--- config.mk ---
export PLATFORM = sky130hd
export DESIGN_NAME = motor_command_frame_crc
export DESIGN_NICKNAME = d
export VERILOG_FILES = /design/src/rtl/mcfc_pkg.sv /design/src/rtl/motor_command_frame_crc.sv
export VERILOG_INCLUDE_DIRS = /design/src /design/src/rtl
export SDC_FILE = /design/constraint.sdc
export NUM_CORES = 1
export LEC_CHECK = 0
export ABC_AREA = 1
export BUFFER_PORTS_ARGS = -buffer_cell sky130_fd_sc_hd__buf_2
export CAP_MARGIN = 10
export CELL_PAD_IN_SITES_DETAIL_PLACEMENT = 1
export CELL_PAD_IN_SITES_GLOBAL_PLACEMENT = 1
export CORE_UTILIZATION = 30
export DETAILED_ROUTE_END_ITERATION = 6
export PLACE_DENSITY_LB_ADDON = 0.1
export SLEW_MARGIN = 20
export SYNTH_ARGS = -nofsm -noshare
export SYNTH_HDL_FRONTEND = slang
export SYNTH_SLANG_ARGS = --single-unit
export TNS_END_PERCENT = 10
--- constraint.sdc ---
create_clock -name clk -period 8 [get_ports clk]
set_input_delay 1.6 -clock clk [delete_from_list [all_inputs] [get_ports clk]]
set_output_delay 1.6 -clock clk [all_outputs]
set_load 0.01 [all_outputs]
--- src/rtl/motor_command_frame_crc_macros.svh ---
// motor_command_frame_crc_macros.svh: assertion macros for the frame builder
// expects clk and arst_n in the scope where a macro is used
`ifndef MOTOR_COMMAND_FRAME_CRC_MACROS_SVH
`define MOTOR_COMMAND_FRAME_CRC_MACROS_SVH

// same-cycle implication
`define MCFC_ASSERT_NOW(label, ante, cons) \
	label: assert property (@(posedge clk) disable iff (!arst_n) (ante) |-> (cons)) \
		else $error("mcfc check failed");

// next-cycle implication
`define MCFC_ASSERT_NEXT(label, ante, cons) \
	label: assert property (@(posedge clk) disable iff (!arst_n) (ante) |=> (cons)) \
		else $error("mcfc check failed");

`endif

--- src/rtl/mcfc_pkg.sv ---
// mcfc_pkg: types, constants and functions of the motor command frame builder
// no dependencies
package mcfc_pkg;

	localparam int unsigned FRAME_LEN = 34;
	localparam int unsigned IDX_W     = $clog2(FRAME_LEN);
	localparam int unsigned CRC_BYTES = 28;
	localparam int unsigned CNT_W     = $clog2(CRC_BYTES + 1);

	localparam logic [IDX_W-1:0] LAST_IDX     = IDX_W'(FRAME_LEN - 1);
	localparam logic [IDX_W-1:0] CRC_OUT_IDX  = IDX_W'(30);
	localparam logic [CNT_W-1:0] CRC_DONE_CNT = CNT_W'(CRC_BYTES);

	localparam logic [31:0] CRC_POLY = 32'h04C1_1DB7;
	localparam logic [31:0] CRC_INIT = 32'hFFFF_FFFF;

	localparam logic [7:0] SYNC0     = 8'hFE;
	localparam logic [7:0] SYNC1     = 8'hEE;
	localparam logic [7:0] MODE_TAIL = 8'hFF;

	typedef struct packed {
		logic [15:0]        damping_code;
		logic [15:0]        stiffness_code;
		logic signed [31:0] position_code;
		logic signed [15:0] speed_code;
		logic signed [15:0] torque_code;
		logic [7:0]         op_mode;
		logic [7:0]         motor_id;
	} cmd_t;

	// one byte of crc-32, msb first
	function automatic logic [31:0] crc_byte(logic [31:0] crc_in, logic [7:0] d);
		logic [31:0] c;
		logic        fb;
		c = crc_in;
		for (int i = 7; i >= 0; i--) begin
			fb = c[31] ^ d[i];
			c  = {c[30:0], 1'b0};
			if (fb) begin
				c = c ^ CRC_POLY;
			end
		end
		return c;
	endfunction

	// frame byte at a given position
	function automatic logic [7:0] frame_sel(cmd_t c, logic [31:0] crc, logic [IDX_W-1:0] idx);
		logic [7:0] b;
		unique case (idx)
			IDX_W'(0):  b = SYNC0;
			IDX_W'(1):  b = SYNC1;
			IDX_W'(2):  b = c.motor_id;
			IDX_W'(4):  b = c.op_mode;
			IDX_W'(5):  b = MODE_TAIL;
			IDX_W'(12): b = c.torque_code[7:0];
			IDX_W'(13): b = c.torque_code[15:8];
			IDX_W'(14): b = c.speed_code[7:0];
			IDX_W'(15): b = c.speed_code[15:8];
			IDX_W'(16): b = c.position_code[7:0];
			IDX_W'(17): b = c.position_code[15:8];
			IDX_W'(18): b = c.position_code[23:16];
			IDX_W'(19): b = c.position_code[31:24];
			IDX_W'(20): b = c.stiffness_code[7:0];
			IDX_W'(21): b = c.stiffness_code[15:8];
			IDX_W'(22): b = c.damping_code[7:0];
			IDX_W'(23): b = c.damping_code[15:8];
			IDX_W'(30): b = crc[7:0];
			IDX_W'(31): b = crc[15:8];
			IDX_W'(32): b = crc[23:16];
			IDX_W'(33): b = crc[31:24];
			default:    b = 8'h00;
		endcase
		return b;
	endfunction

endpackage

--- src/rtl/motor_command_frame_crc.sv ---
// motor_command_frame_crc: turns one motor command into a 34-byte frame with crc-32
// depends on mcfc_pkg and motor_command_frame_crc_macros.svh
//
//  channel | dir | tdata                         | tlast
//  s_*     | in  | one command, 112 bits         | -
//  m_*     | out | one frame byte                | final byte of frame
//
// a frame is 34 bytes, sent one byte per cycle on the output channel while m_tready is high
// a command passes the input, working and output registers before its first byte leaves; frames follow back to back
// a second command is held in the input register while a frame is sent
// crc runs one byte a cycle alongside the send, done before byte 30
// arst_n clears all control state; output stalls hold the byte counter but not the crc
`include "motor_command_frame_crc_macros.svh"

module motor_command_frame_crc
	import mcfc_pkg::*;
(
	input  logic         clk,
	input  logic         arst_n,
	input  logic         s_tvalid,
	output logic         s_tready,
	// motor_id[7:0], op_mode[15:8], torque_code[31:16], speed_code[47:32],
	// position_code[79:48], stiffness_code[95:80], damping_code[111:96]
	input  logic [111:0] s_tdata,
	output logic         m_tvalid,
	input  logic         m_tready,
	// frame_byte[7:0]
	output logic [7:0]   m_tdata,
	output logic         m_tlast
);

	logic             pend_valid_q;
	cmd_t             pend_q;
	logic             work_valid_q;
	cmd_t             work_q;
	logic [IDX_W-1:0] idx_q;
	logic [CNT_W-1:0] cnt_q;
	logic [31:0]      crc_q;
	logic             out_valid_q;
	logic [7:0]       out_data_q;
	logic             out_last_q;

	logic             s_accept;
	logic             load_out;
	logic             work_done;
	logic             work_take;
	logic             crc_run;
	logic [IDX_W-1:0] crc_idx;
	logic [7:0]       crc_in_byte;
	logic [7:0]       out_byte;

	assign s_tready  = !pend_valid_q;
	assign s_accept  = s_tvalid && s_tready;
	assign load_out  = work_valid_q && (!out_valid_q || m_tready);
	assign work_done = load_out && (idx_q == LAST_IDX);
	assign work_take = pend_valid_q && (!work_valid_q || work_done);
	assign crc_run   = work_valid_q && (cnt_q != CRC_DONE_CNT);

	// words are little-endian, fed msb first: byte order 3,2,1,0,7,6,...
	assign crc_idx     = IDX_W'(cnt_q ^ CNT_W'(3));
	assign crc_in_byte = frame_sel(work_q, crc_q, crc_idx);
	assign out_byte    = frame_sel(work_q, crc_q, idx_q);

	always_ff @(posedge clk or negedge arst_n) begin
		if (!arst_n) begin
			pend_valid_q <= 1'b0;
			work_valid_q <= 1'b0;
			idx_q        <= '0;
			cnt_q        <= '0;
			out_valid_q  <= 1'b0;
		end else begin
			if (s_accept) begin
				pend_valid_q <= 1'b1;
			end else if (work_take) begin
				pend_valid_q <= 1'b0;
			end

			if (work_take) begin
				work_valid_q <= 1'b1;
				idx_q        <= '0;
				cnt_q        <= '0;
			end else begin
				if (work_done) begin
					work_valid_q <= 1'b0;
				end
				if (load_out) begin
					idx_q <= idx_q + IDX_W'(1);
				end
				if (crc_run) begin
					cnt_q <= cnt_q + CNT_W'(1);
				end
			end

			if (load_out) begin
				out_valid_q <= 1'b1;
			end else if (m_tready) begin
				out_valid_q <= 1'b0;
			end
		end
	end

	always_ff @(posedge clk) begin
		if (s_accept) begin
			pend_q <= cmd_t'(s_tdata);
		end
		if (work_take) begin
			work_q <= pend_q;
			crc_q  <= CRC_INIT;
		end else if (crc_run) begin
			crc_q <= crc_byte(crc_q, crc_in_byte);
		end
		if (load_out) begin
			out_data_q <= out_byte;
			out_last_q <= (idx_q == LAST_IDX);
		end
	end

	assign m_tvalid = out_valid_q;
	assign m_tdata  = out_data_q;
	assign m_tlast  = out_last_q;

	`MCFC_ASSERT_NOW(a_crc_ready, load_out && (idx_q == CRC_OUT_IDX), cnt_q == CRC_DONE_CNT)
	`MCFC_ASSERT_NEXT(a_last_marked, work_done, m_tvalid && m_tlast)
	`MCFC_ASSERT_NEXT(a_pend_moves, pend_valid_q && !work_valid_q, work_valid_q && (idx_q == '0))
	`MCFC_ASSERT_NOW(a_idx_range, work_valid_q, idx_q <= LAST_IDX)

endmodule

==> metrics.txt <==
status finished clean; critical path buffer and inverter count 6; async set-reset flop share out of synthesis 5.018%; r2r endpoint idx_q[1]; routability cong. 0.8836; post-synthesis cell type count 50; crit-path max FO 73; CTS resizes 0; area of the die 42290 um2; die height 205.7 um; Largest delay share family, worst path buffers and inverters; Worst Hold Depth 0; clk_skew 0.01617 ns; power per cell area 450.8 nW/um2; worst hold-check path type flip-flop to flip-flop; area of the core 40830 um2; Vias 9480; Crit. End Element flip-flop; r2r setup slk 4.07 ns; initial antenna violation count 0; Post-CTS Hold Buffers 0; vias per cell 4.904; DP HPWL 33600 um; Tcrit/Tclk final 55.32%; setup TNS 0 ns; YS warnings 0; Mapped Cells 1225; layout cells sized above 1 16.13%; post-CTS setup buffer count 0; worst reg-to-reg path cell count 12; Tot GR Track Use 21.15%; Avg WL per Cell 22.77 um; area leader, netlist edfxtp_1; IO Port Bufs 126; grt total ovfl 0; CTS tree built; DRT Wirelength 44020 um; Levels on crit path 12; cts bufs inserted 29; ys flop type edfxtp_1; VDD IR max 0.1701 mV; RSZ-0062 raised after global routing false; final net count 1504; Max-slew headroom 23.67%; fillcell total 4709; 1st-iter DRT viols 649; clock sinks 279; Synth Net Count 1350; min Tclk post-route 4.425 ns; sequential share of the synthesized area 64.20%; fin util 35.86%; EDFF count, synth 233; Area Growth Syn to Fin 17.67%; CP dominant cell by count inv_1; Final Worst Setup Slack 3.575 ns; chip width 205.7 um; post-synth top area share 56.23%; design area 14640 um2; worst setup path endpoint idx_q[1]; Slew Viols, Final 0; Yosys reg bits 279; I/O Pins 127; crit path from m_tready; Worst Path Required 8.43 ns; Syn Std Cell Area 12440 um2; critical path class input port to flip-flop; Starting Density 30.47%; setup violators final 0; Worst EP arrival 4.86 ns; DR pass1 iterations 5; H-tree depth 1; pre-CTS setup slack 2.879 ns; number of global-route vias before repair 9652; Clock Pin Slew Worst Setup and Hold Paths 0.07 ns; Max-Cap Viols 0; Antenna diodes 0; clk_lat worst skew 0.56 ns; clock tree buffer depth 3; commonest non-fill, non-tap cell in the layout nand2_1; DP Area 13780 um2; Worst setup SP type input port; # rows 74; slowest stage delay, CP 0.82 ns; first-pass GRT wire length 64650 um; Antenna Nets Post-Route 0; Final Hold Fails 0; CP max-delay cell buf_4; Reg2Reg Launch Point idx_q[3]; worst-path cell chain buf_2, inv_1, nand2_1, nand2_1, inv_1, a21oi_1, nor2_4, buf_4, buf_4, inv_1, nand3_1, o21ai_0; Least-Margin Pin Slew 1.116 ns; most frequent cells in the layout nand2_1 (340), edfxtp_1 (233), inv_1 (129); largest net degree at the start of global routing 74; Leak 0.006106 uW; Fmax achieved 226.0 MHz; Remaining DRCs 0; CTS Root Cell clkbuf_16; Syn Area/Cell 10.16 um2; ranking of synthesized cells by area edfxtp_1 (56%), nand2_1 (10%), dfxtp_1 (5.1%), nand3_1 (4.7%), inv_1 (3.9%)
registers in the layout, summed over array words and instances (netlist names):
| signal | flops |
|---|---|
| m_tlast | 1 |
| work_valid_q | 1 |
| m_tvalid | 1 |
| work_q | 112 |
| idx_q | 6 |
| cnt_q | 5 |
| pend_q | 112 |
| pend_valid_q | 1 |
| m_tdata | 8 |
| crc_q | 32 |
synth_stat cells (all sizes together) (2+ instances only):
| master | number |
|---|---|
| a2111oi | 5 |
| xor2 | 21 |
| nor4 | 2 |
| buf | 9 |
| dfrtp | 14 |
| nor2 | 121 |
| a22oi | 5 |
| nor3 | 12 |
| dfxtp | 32 |
| o221ai | 2 |
| o21ai | 25 |
| nand4 | 19 |
| xnor2 | 3 |
| clkinv | 2 |
| o2111a | 2 |
| nand3b | 2 |
| ha | 9 |
| o22ai | 10 |
| nand2 | 357 |
| o2111ai | 4 |
| inv | 141 |
| clkbuf | 6 |
| a31oi | 2 |
| a22o | 4 |
| or2 | 2 |
| edfxtp | 233 |
| a221oi | 17 |
| a21oi | 36 |
| nand3 | 119 |
routing by layer:
metal | part of all wire (%) | track usage [%]
met5 | 0 | 0
met1 | 46 | 29.80
met2 | 47 | 34.51
met4 | 2.1 | 5.397
met3 | 4.6 | 2.296
area by class of cell:
cell class / instances / area [um2] / share of cell area [%]
Clock buffer: 39 / 763.2 / 5.213
Sequential cell: 279 / 7988 / 54.56
Inverter: 143 / 536.8 / 3.666
Timing Repair Buffer: 138 / 720.7 / 4.923
Multi-Input combinational cell: 788 / 3865 / 26.40
Tap cell: 532 / 665.6 / 4.547
Clock inverter: 14 / 101.3 / 0.6922
stage by stage:
| stage | std cells | power, uW | hold WS [ns] |
|---|---|---|---|
| finish | 1933 | 6599 | 0.4135 |
| global route | 1933 | 7097 | 0.4118 |
| CTS | 1933 | 6655 | 0.4125 |
| detailed placement | 1880 | 5367 | 0.4056 |
| global placement | 1880 | 5280 | 0.4040 |
| floorplan | 1225 | 4235 | 0.4003 |
power breakdown:
group | internal, uW | switching (uW) | total [uW] | leakage (uW)
sequential | 1830 | 221 | 2050 | 0.00254
combinational | 963 | 2330 | 3290 | 0.00315
clock | 700 | 557 | 1260 | 0.000416
worst min-delay path by stage:
stage,from,to,slack [ns]
2_1_floorplan,pend_q[0],work_q[0],0.40
3_3_place_gp,pend_q[78],work_q[78],0.40
3_5_place_dp,pend_q[106],work_q[106],0.41
4_1_cts,pend_q[25],work_q[25],0.41
5_1_grt,pend_q[25],work_q[25],0.41
6_report,pend_q[25],work_q[25],0.41
cells by family after synthesis:
family	count (synthesis)	share of synthesized area [%]
and+or+nand+nor	637	21.97
DFF	279	64.20
buffers and inverters	158	4.998
AOI/OAI and AO/OA	118	6.175
xor gates and xnor gates	24	1.750
adders and majority gates	9	0.9051
No activity file was read; power rests on OpenSTA's default activity.
